### src/rtl/gf64m_pkg.sv
`timescale 1ns / 1ps
`default_nettype none

package gf64m_pkg;

    localparam int unsigned GF_WIDTH   = 64;
    localparam int unsigned TAG_WIDTH  = 32;
    localparam int unsigned LEN_WIDTH  = 32;
    localparam int unsigned NB_WIDTH   = 4;
    localparam int unsigned IDX_WIDTH  = 2;
    localparam int unsigned BLK_BYTES  = GF_WIDTH / 8;
    // multiplier bits consumed per cycle by the shared GF unit
    localparam int unsigned MUL_DIGIT  = 8;
    localparam int unsigned MUL_STEPS  = GF_WIDTH / MUL_DIGIT;
    localparam int unsigned STEP_WIDTH = $clog2(MUL_STEPS);

    localparam logic [GF_WIDTH-1:0] GF_REDUCTION = 64'h0000_0000_0000_001b;
    localparam logic [GF_WIDTH-1:0] GF_TOP_BIT   = 64'h8000_0000_0000_0000;

    typedef enum logic [IDX_WIDTH-1:0] {
        CFG_KEY_P = 2'd0,
        CFG_KEY_Q = 2'd1,
        CFG_MASK  = 2'd2
    } t_cfg_idx;

    typedef enum logic [1:0] {
        ST_IDLE,
        ST_MUL_P,
        ST_MUL_Q,
        ST_EMIT
    } t_state;

    typedef struct packed {
        logic                start;
        logic [GF_WIDTH-1:0] op_a;
        logic [GF_WIDTH-1:0] op_b;
    } t_mul_req;

    typedef struct packed {
        logic                done;
        logic [GF_WIDTH-1:0] product;
    } t_mul_rsp;

endpackage

`default_nettype wire

### src/rtl/gf64m_if.sv
`timescale 1ns / 1ps
`default_nettype none

interface gf64m_in_if;
    import gf64m_pkg::*;
    logic                valid;
    logic                ready;
    logic [GF_WIDTH-1:0] block_data;
    logic [NB_WIDTH-1:0] valid_bytes;
    logic                last_block;

    modport source (output valid, block_data, valid_bytes, last_block, input ready);
    modport sink   (input valid, block_data, valid_bytes, last_block, output ready);
endinterface

interface gf64m_out_if;
    import gf64m_pkg::*;
    logic                 valid;
    logic                 ready;
    logic [TAG_WIDTH-1:0] mac_tag;

    modport source (output valid, mac_tag, input ready);
    modport sink   (input valid, mac_tag, output ready);
endinterface

interface gf64m_cfg_if;
    import gf64m_pkg::*;
    logic                 valid;
    logic                 ready;
    logic [IDX_WIDTH-1:0] reg_index;
    logic [GF_WIDTH-1:0]  wdata;

    modport source (output valid, reg_index, wdata, input ready);
    modport sink   (input valid, reg_index, wdata, output ready);
endinterface

`default_nettype wire

### src/rtl/gf64_polynomial_mac.sv
// A block with data goes through a multiply by key P before input is ready again; a last block
//   adds a second multiply by Q before its tag is registered at the output.
// No new block is taken before the last one is through the shared GF(2^64) multiplier (8 bits/cycle).
// An empty non-last block is taken every cycle while the FSM is idle.
// Reset (synchronous, active low) clears keys, mask, accumulator, bit count and output valid.
`timescale 1ns / 1ps
`default_nettype none

module gf64_polynomial_mac
    import gf64m_pkg::*;
(
    input  wire logic   i_clk,
    input  wire logic   i_rst_n,
    gf64m_in_if.sink    i_in,
    gf64m_out_if.source o_out,
    gf64m_cfg_if.sink   i_cfg
);

    t_state               r_state, n_state;
    logic [GF_WIDTH-1:0]  r_key_p, r_key_q;
    logic [TAG_WIDTH-1:0] r_mask;
    logic [GF_WIDTH-1:0]  r_acc,   n_acc;
    logic [LEN_WIDTH-1:0] r_len,   n_len;
    logic                 r_last,  n_last;
    logic [GF_WIDTH-1:0]  r_fin,   n_fin;
    logic                 r_ovalid, n_ovalid;
    logic [TAG_WIDTH-1:0] r_tag,   n_tag;

    t_mul_req             w_req;
    t_mul_rsp             w_rsp;

    logic                 w_in_beat;
    logic [NB_WIDTH-1:0]  w_nb;
    logic [GF_WIDTH-1:0]  w_data;
    logic [LEN_WIDTH:0]   w_sum;
    logic [LEN_WIDTH-1:0] w_len_new;

    gf64m_mul u_mul (
        .i_clk   (i_clk),
        .i_rst_n (i_rst_n),
        .i_req   (w_req),
        .o_rsp   (w_rsp)
    );

    assign i_in.ready  = (r_state == ST_IDLE);
    assign i_cfg.ready = 1'b1;
    assign w_in_beat   = i_in.valid && i_in.ready;

    always_comb begin
        w_nb = (i_in.valid_bytes > NB_WIDTH'(BLK_BYTES)) ? NB_WIDTH'(BLK_BYTES)
                                                         : i_in.valid_bytes;
        // byte 0 sits in the top lane
        for (int j = 0; j < BLK_BYTES; j++) begin
            w_data[GF_WIDTH-1-8*j -: 8] = (NB_WIDTH'(j) < w_nb)
                                          ? i_in.block_data[GF_WIDTH-1-8*j -: 8] : 8'h00;
        end
        w_sum     = {1'b0, r_len} + (LEN_WIDTH+1)'({w_nb, 3'b000});
        w_len_new = w_sum[LEN_WIDTH] ? '1 : w_sum[LEN_WIDTH-1:0];
    end

    always_comb begin
        n_state  = r_state;
        n_acc    = r_acc;
        n_len    = r_len;
        n_last   = r_last;
        n_fin    = r_fin;
        n_ovalid = r_ovalid;
        n_tag    = r_tag;
        w_req    = '{start: 1'b0, op_a: '0, op_b: '0};

        if (o_out.ready) begin
            n_ovalid = 1'b0;
        end

        case (r_state)
            ST_IDLE: begin
                if (w_in_beat) begin
                    n_last = i_in.last_block;
                    if (w_nb != '0) begin
                        n_len   = w_len_new;
                        w_req   = '{start: 1'b1, op_a: r_acc ^ w_data, op_b: r_key_p};
                        n_state = ST_MUL_P;
                    end else if (i_in.last_block) begin
                        w_req   = '{start: 1'b1,
                                    op_a: r_acc ^ GF_WIDTH'(r_len), op_b: r_key_q};
                        n_state = ST_MUL_Q;
                    end
                end
            end
            ST_MUL_P: begin
                if (w_rsp.done) begin
                    n_acc = w_rsp.product;
                    if (r_last) begin
                        w_req   = '{start: 1'b1,
                                    op_a: w_rsp.product ^ GF_WIDTH'(r_len), op_b: r_key_q};
                        n_state = ST_MUL_Q;
                    end else begin
                        n_state = ST_IDLE;
                    end
                end
            end
            ST_MUL_Q: begin
                if (w_rsp.done) begin
                    n_fin   = w_rsp.product;
                    n_state = ST_EMIT;
                end
            end
            ST_EMIT: begin
                // wait for the output register to free up
                if (!r_ovalid || o_out.ready) begin
                    n_ovalid = 1'b1;
                    n_tag    = r_fin[GF_WIDTH-1 -: TAG_WIDTH] ^ r_mask;
                    n_acc    = '0;
                    n_len    = '0;
                    n_state  = ST_IDLE;
                end
            end
            default: begin
                n_state = ST_IDLE;
            end
        endcase
    end

    always_ff @(posedge i_clk) begin
        if (!i_rst_n) begin
            r_state  <= ST_IDLE;
            r_ovalid <= 1'b0;
            r_acc    <= '0;
            r_len    <= '0;
            r_last   <= 1'b0;
        end else begin
            r_state  <= n_state;
            r_ovalid <= n_ovalid;
            r_acc    <= n_acc;
            r_len    <= n_len;
            r_last   <= n_last;
        end
        r_fin <= n_fin;
        r_tag <= n_tag;
    end

    always_ff @(posedge i_clk) begin
        if (!i_rst_n) begin
            r_key_p <= '0;
            r_key_q <= '0;
            r_mask  <= '0;
        end else if (i_cfg.valid && i_cfg.ready) begin
            case (i_cfg.reg_index)
                CFG_KEY_P: r_key_p <= i_cfg.wdata;
                CFG_KEY_Q: r_key_q <= i_cfg.wdata;
                CFG_MASK:  r_mask  <= i_cfg.wdata[TAG_WIDTH-1:0];
                default:   ;
            endcase
        end
    end

    assign o_out.valid   = r_ovalid;
    assign o_out.mac_tag = r_tag;

endmodule

`default_nettype wire

### src/rtl/gf64m_mul.sv
`timescale 1ns / 1ps
`default_nettype none

module gf64m_mul
    import gf64m_pkg::*;
(
    input  wire logic     i_clk,
    input  wire logic     i_rst_n,
    input  wire t_mul_req i_req,
    output t_mul_rsp      o_rsp
);

    typedef struct packed {
        logic [GF_WIDTH-1:0] acc;
        logic [GF_WIDTH-1:0] shift;
    } t_gf_pair;

    // one digit of the LSB-first shift-and-add multiply
    function automatic t_gf_pair gf_digit(input t_gf_pair st, input logic [MUL_DIGIT-1:0] bits);
        t_gf_pair r;
        r = st;
        for (int k = 0; k < MUL_DIGIT; k++) begin
            if (bits[k]) begin
                r.acc = r.acc ^ r.shift;
            end
            r.shift = {r.shift[GF_WIDTH-2:0], 1'b0}
                      ^ (((r.shift & GF_TOP_BIT) != '0) ? GF_REDUCTION : '0);
        end
        return r;
    endfunction

    logic                  r_busy,  n_busy;
    logic                  r_done,  n_done;
    logic [STEP_WIDTH-1:0] r_cnt,   n_cnt;
    logic [GF_WIDTH-1:0]   r_acc,   n_acc;
    logic [GF_WIDTH-1:0]   r_shift, n_shift;
    logic [GF_WIDTH-1:0]   r_b,     n_b;
    t_gf_pair              w_step;

    always_comb begin
        w_step = gf_digit('{acc: r_acc, shift: r_shift}, r_b[MUL_DIGIT-1:0]);
        n_busy  = r_busy;
        n_done  = 1'b0;
        n_cnt   = r_cnt;
        n_acc   = r_acc;
        n_shift = r_shift;
        n_b     = r_b;
        if (i_req.start) begin
            n_busy  = 1'b1;
            n_cnt   = '0;
            n_acc   = '0;
            n_shift = i_req.op_a;
            n_b     = i_req.op_b;
        end else if (r_busy) begin
            n_acc   = w_step.acc;
            n_shift = w_step.shift;
            n_b     = r_b >> MUL_DIGIT;
            n_cnt   = r_cnt + 1'b1;
            if (r_cnt == STEP_WIDTH'(MUL_STEPS - 1)) begin
                n_busy = 1'b0;
                n_done = 1'b1;
            end
        end
    end

    always_ff @(posedge i_clk) begin
        if (!i_rst_n) begin
            r_busy <= 1'b0;
            r_done <= 1'b0;
            r_cnt  <= '0;
        end else begin
            r_busy <= n_busy;
            r_done <= n_done;
            r_cnt  <= n_cnt;
        end
        r_acc   <= n_acc;
        r_shift <= n_shift;
        r_b     <= n_b;
    end

    assign o_rsp.done    = r_done;
    assign o_rsp.product = r_acc;

endmodule

`default_nettype wire

### src/flat_wrapper.sv
// flat-port wrapper written by rule: the top's interface ports become plain ports
module gf64_polynomial_mac_flat import gf64m_pkg::*;
  (i_clk, i_rst_n, i_in_valid, i_in_block_data, i_in_valid_bytes, i_in_last_block, i_in_ready, o_out_valid, o_out_mac_tag, o_out_ready, i_cfg_valid, i_cfg_reg_index, i_cfg_wdata, i_cfg_ready);
  gf64m_in_if i_in_i ();
  gf64m_out_if o_out_i ();
  gf64m_cfg_if i_cfg_i ();
  input  wire logic i_clk;
  input  wire logic i_rst_n;
  input wire logic [$bits(i_in_i.valid)-1:0] i_in_valid;
  input wire logic [$bits(i_in_i.block_data)-1:0] i_in_block_data;
  input wire logic [$bits(i_in_i.valid_bytes)-1:0] i_in_valid_bytes;
  input wire logic [$bits(i_in_i.last_block)-1:0] i_in_last_block;
  output wire logic [$bits(i_in_i.ready)-1:0] i_in_ready;
  output wire logic [$bits(o_out_i.valid)-1:0] o_out_valid;
  output wire logic [$bits(o_out_i.mac_tag)-1:0] o_out_mac_tag;
  input wire logic [$bits(o_out_i.ready)-1:0] o_out_ready;
  input wire logic [$bits(i_cfg_i.valid)-1:0] i_cfg_valid;
  input wire logic [$bits(i_cfg_i.reg_index)-1:0] i_cfg_reg_index;
  input wire logic [$bits(i_cfg_i.wdata)-1:0] i_cfg_wdata;
  output wire logic [$bits(i_cfg_i.ready)-1:0] i_cfg_ready;
  assign i_in_i.valid = i_in_valid;
  assign i_in_i.block_data = i_in_block_data;
  assign i_in_i.valid_bytes = i_in_valid_bytes;
  assign i_in_i.last_block = i_in_last_block;
  assign i_in_ready = i_in_i.ready;
  assign o_out_valid = o_out_i.valid;
  assign o_out_mac_tag = o_out_i.mac_tag;
  assign o_out_i.ready = o_out_ready;
  assign i_cfg_i.valid = i_cfg_valid;
  assign i_cfg_i.reg_index = i_cfg_reg_index;
  assign i_cfg_i.wdata = i_cfg_wdata;
  assign i_cfg_ready = i_cfg_i.ready;
  gf64_polynomial_mac u_core (.i_clk(i_clk), .i_rst_n(i_rst_n), .i_in(i_in_i), .o_out(o_out_i), .i_cfg(i_cfg_i));
endmodule
### config.mk
export PLATFORM = sky130hd
export DESIGN_NAME = gf64_polynomial_mac_flat
export DESIGN_NICKNAME = d
export VERILOG_FILES = /design/src/rtl/gf64m_pkg.sv /design/src/rtl/gf64m_if.sv /design/src/rtl/gf64_polynomial_mac.sv /design/src/rtl/gf64m_mul.sv /design/src/flat_wrapper.sv
export SDC_FILE = /design/constraint.sdc
export NUM_CORES = 2
export LEC_CHECK = 0
export BUFFER_PORTS_ARGS = -buffer_cell sky130_fd_sc_hd__buf_2
export CORE_UTILIZATION = 62
export CTS_CLUSTER_SIZE = 16
export DETAILED_ROUTE_END_ITERATION = 7
export HOLD_SLACK_MARGIN = 0.06
export PLACE_DENSITY = 0.85
export RECOVER_POWER = 25
export SLEW_MARGIN = 20
export SYNTH_ARGS = -nofsm -noshare
export SYNTH_HDL_FRONTEND = slang
export SYNTH_HIERARCHICAL = 1
export SYNTH_SLANG_ARGS = --single-unit
### constraint.sdc
create_clock -name i_clk -period 6.3 [get_ports i_clk]
set_clock_uncertainty 0.2 [all_clocks]
set_input_delay 0.63 -clock i_clk [delete_from_list [all_inputs] [get_ports i_clk]]
set_output_delay 0.63 -clock i_clk [all_outputs]
set_load 0.005 [all_outputs]
==> summary.txt <==
Run status
  – Status: finished with violations
  – Failing checks: design-rule violations, max-capacitance violations, max-slew violations

Clocking
  – Total CTS buffers: 54
  – H-Tree Depth: 2
  – Root Buffer: clkbuf_16
  – Sink Count: 519
  – # resized after CTS: 0
  – Hold buffer count at cts: 17
  – Clock Latency Late Sink: 0.64 ns
  – Worst-path clk slew: 0.06 ns
  – Post-CTS setup buffers: 0
  – Clock tree buffer depth: 3
  – CTS tree: done

Power and ir drop
  – Worst IR Drop VDD: 0.216 mV
  – Total power per unit cell area: 336 nW/um^2
  – Leak: 11.8 nW

Synthesis
  – Syn_nets: 3,537
  – Synth unique cells: 77
  – Post-synth ARST share: 0%
  – Number of synthesized flops with an enable pin: 192
  – Syn Area/Cell: 8.75 um^2
  – Post-synthesis sequential area ratio: 41.5%
  – Gate Count Post-Synth: 3,390
  – Yosys Warn Count: 6
  – Ys flop type: dfxtp_1
  – Cell Area, Synth: 29,600 um^2
  – Seq cells post-synth: 519

Route
  – Routed len/inst: 20.2 um
  – Routed via count: 24.6k
  – Pre-Repair DR Iteration Count: 8
  – DRC Markers: 16
  – Starting DRT DRC Count: 3,119
  – Via density: 6.08
  – WL final: 81.8 mm
  – Remaining antenna violation count: 0

Critical path
  – Critical Path AT: 4.95 ns
  – Slowest stage delay, CP: 3.14 ns
  – R2R setup slack: 2.44 ns
  – Crit path buf inv count: 3
  – Cell Chain, Critical Path: buf_2 -> inv_6 -> clkbuf_2 -> nor2_1
  – Crit path max fanout: 215
  – Kind of cell adding the most delay to the critical path: buffers and inverters
  – Critical-path cell with the highest stage delay: clkbuf_2
  – CP endpoint kind: flip-flop
  – Worst EP required: 6.42 ns
  – Critical path class: input port to flip-flop
  – Startpoint types: input port
  – Worst-case reg-to-reg path depth: 6
  – Reg-to-Reg Start: u_core/r_state[1]
  – FF-to-FF End: u_core/u_mul/r_b[3]
  – Beginning of the critical path: i_rst_n

Global route
  – Initial antenna violation count: 10
  – Largest net degree at the start of global routing: 216
  – Global-route wire length before repair: 128 mm
  – Vias in the first global route: 22.9k
  – Gr ovfl total: 0
  – Gr usage total: 33.3%

Final layout
  – # nets final: 3,531
  – Layout cell share with drive strength beyond 1: 13.6%
  – Layout area overhead: 8.94%
  – Final Non-Filler Cells: 4,046
  – Fillers: 3,536

Die
  – Die area: 48,700 um^2
  – Horiz. Die Dim: 221 um
  – Core Area: 46,900 um^2
  – # rows: 79
  – I/O pin count: 175
  – Die height: 221 um
  – Initial core utilization: 63.3%

Place
  – Port bufs: 173
  – Hpwl dp: 50.0 mm
  – Placed insts: 3,918
  – GP Congestion: 0.959

Worst hold path
  – Min-Delay Path Class: input port to flip-flop
  – Hold depth: 3
  – Hold EP: u_core/r_key_q[11]
  – Hold_sp: i_cfg_wdata[11]

Timing
  – Max Slew Vio Count: 249
  – Hold Vio Cnt, Final: 0
  – Actual slew at the worst max-slew pin: 4.75 ns
  – Setup Viol. Count Final: 0
  – Setup TNS: 0 ns
  – Fmax: 207 MHz
  – Max transition margin: -216%
  – Fin crit share: 76.5%
  – Unrepaired setup endpoints after global routing: false
  – Tmin final: 4.82 ns

Flow run
  – Max Cap Viol: 2
[through the flow]
| step | utilization (%) | power, W | worst slack [ns] | instance area [um^2] | hold WS (ns) |
|---|---|---|---|---|---|
| after floorplan | - | 0.00690 | 1.75 | 29600 | 0.236 |
| after CTS | 68.9 | 0.0108 | 2.48 | 32300 | 0.0601 |
| final | 68.9 | 0.0109 | 1.48 | 32300 | 0.0783 |
| after detailed placement | 64.7 | 0.00757 | 1.92 | 30300 | 0.247 |
| after global placement | 64.7 | 0.00749 | 1.94 | 30300 | 0.242 |
| after global routing | 68.9 | 0.0113 | 1.25 | 32300 | 0.0761 |
[worst register-to-register path: stages (launching register included)]
cell     delay (ns)
dfxtp_1        0.42
nor3b_2        0.58
o21ai_2        0.10
buf_4          0.27
nand2_4        0.45
or2_4          0.87
buf_4          0.60
[cells by family (layout without fill, tap and decap cells)]
group                      Yosys count  in the layout  share of synthesized area [%]
muxes                              132            132                           4.95
and+or+nand+nor                   1248           1248                           17.0
DFF                                519            519                           41.5
xor gates and xnor gates           654            654                           19.8
other                                1             11                         0.0126
AOI/OAI and AO/OA                  529            529                           11.9
buffers and inverters              300            339                           4.40
adders and majority gates            7              7                          0.321
[power breakdown]
| group | internal, W | total, W | switching (W) |
|---|---|---|---|
| clock | 0.00186 | 0.00323 | 0.00137 |
| sequential | 0.00387 | 0.00440 | 0.000532 |
| combinational | 0.00152 | 0.00323 | 0.00170 |
[worst max-delay path by stage]
stage                               end  slack, ns  cells past startpoint
4_1_cts             u_core/u_mul/r_b[3]       2.48                      6
2_1_floorplan       u_core/u_mul/r_b[0]       1.75                      8
5_1_grt                u_core/r_acc[51]       1.25                      4
6_report               u_core/r_acc[33]       1.48                      4
3_3_place_gp   u_core/u_mul/r_shift[38]       1.94                      8
3_5_place_dp   u_core/u_mul/r_shift[40]       1.92                      8
[cell type report]
type / count / area (um^2) / share of cell area (%)
Multi-Input combinational cell: 2571 / 16100 / 49.7
Sequential cell: 519 / 12300 / 38.1
Clock buffer: 82 / 1540 / 4.76
Antenna cell: 10 / 25.0 / 0.0775
Timing Repair Buffer: 222 / 1270 / 3.93
Inverter: 16 / 65.1 / 0.201
Tap cell: 607 / 759 / 2.35
Clock inverter: 19 / 260 / 0.806
[registers in the layout, indices dropped and copies added, names as in the netlist]
register	cells
u_core/r_key_p	64
u_core/o_out.mac_tag	32
u_core/u_mul/r_busy	1
u_core/u_mul/r_done	1
u_core/u_mul/r_shift	64
u_core/r_mask	32
u_core/u_mul/r_acc	64
u_core/r_last	1
u_core/r_fin	32
u_core/o_out.valid	1
u_core/u_mul/r_cnt	3
u_core/r_acc	64
u_core/u_mul/r_b	64
u_core/r_state	2
u_core/r_len	30
u_core/r_key_q	64
[cell usage after synthesis, types with 4 or more instances]
cell      count  area share, %
a21o_1        4           0.10
a21oi_1     199            3.4
a221oi_1     17           0.50
a22o_1       65            1.9
a22oi_1      82            2.1
a31oi_1       7           0.15
a32oi_1       7           0.21
and2_1       13           0.27
and3_1        7           0.15
buf_1        34           0.43
buf_2        65            1.1
buf_4        15           0.38
buf_6         5           0.19
clkbuf_1    162            2.1
dfxtp_1     327             22
edfxtp_1    192             19
ha_1          6           0.25
inv_1        14           0.18
mux2_2      117            4.4
mux2i_1      15           0.51
nand2_1     991             13
nand2b_1     10           0.21
nand3_1      17           0.29
nand3b_1      5           0.13
nand4_1      12           0.25
nor2_1      148            1.9
nor2b_1       5           0.11
nor3_1        7           0.12
nor3b_1       7           0.18
o211ai_1      5           0.13
o21a_1        9           0.23
o21ai_0      52           0.88
o221a_2      16           0.61
o22ai_1      32           0.68
o22ai_2      10           0.42
o31a_1        4           0.12
xnor2_1     425             13
xnor2_2       5           0.27
xnor2_4       4           0.37
xor2_1      216            6.4
[metal layers]
metal | GRT usage, % | share of wire [%]
met1 | 45.5 | 40
met2 | 52.2 | 46
met3 | 5.83 | 11
met4 | 13.6 | 3.7
met5 | 0 | 0
[cell usage in the layout (no fill, tap or decap), drive strengths merged, types with 42 or more instances in the layout]
| master | n |
|---|---|
| nand2 | 993 |
| a22oi | 82 |
| buf | 203 |
| nor2 | 150 |
| o21ai | 54 |
| xnor2 | 434 |
| dfxtp | 327 |
| edfxtp | 192 |
| mux2 | 117 |
| a21oi | 199 |
| a22o | 65 |
| o22ai | 42 |
| xor2 | 220 |
| clkbuf | 84 |
Note: power is estimated with default switching activity, not from simulation.
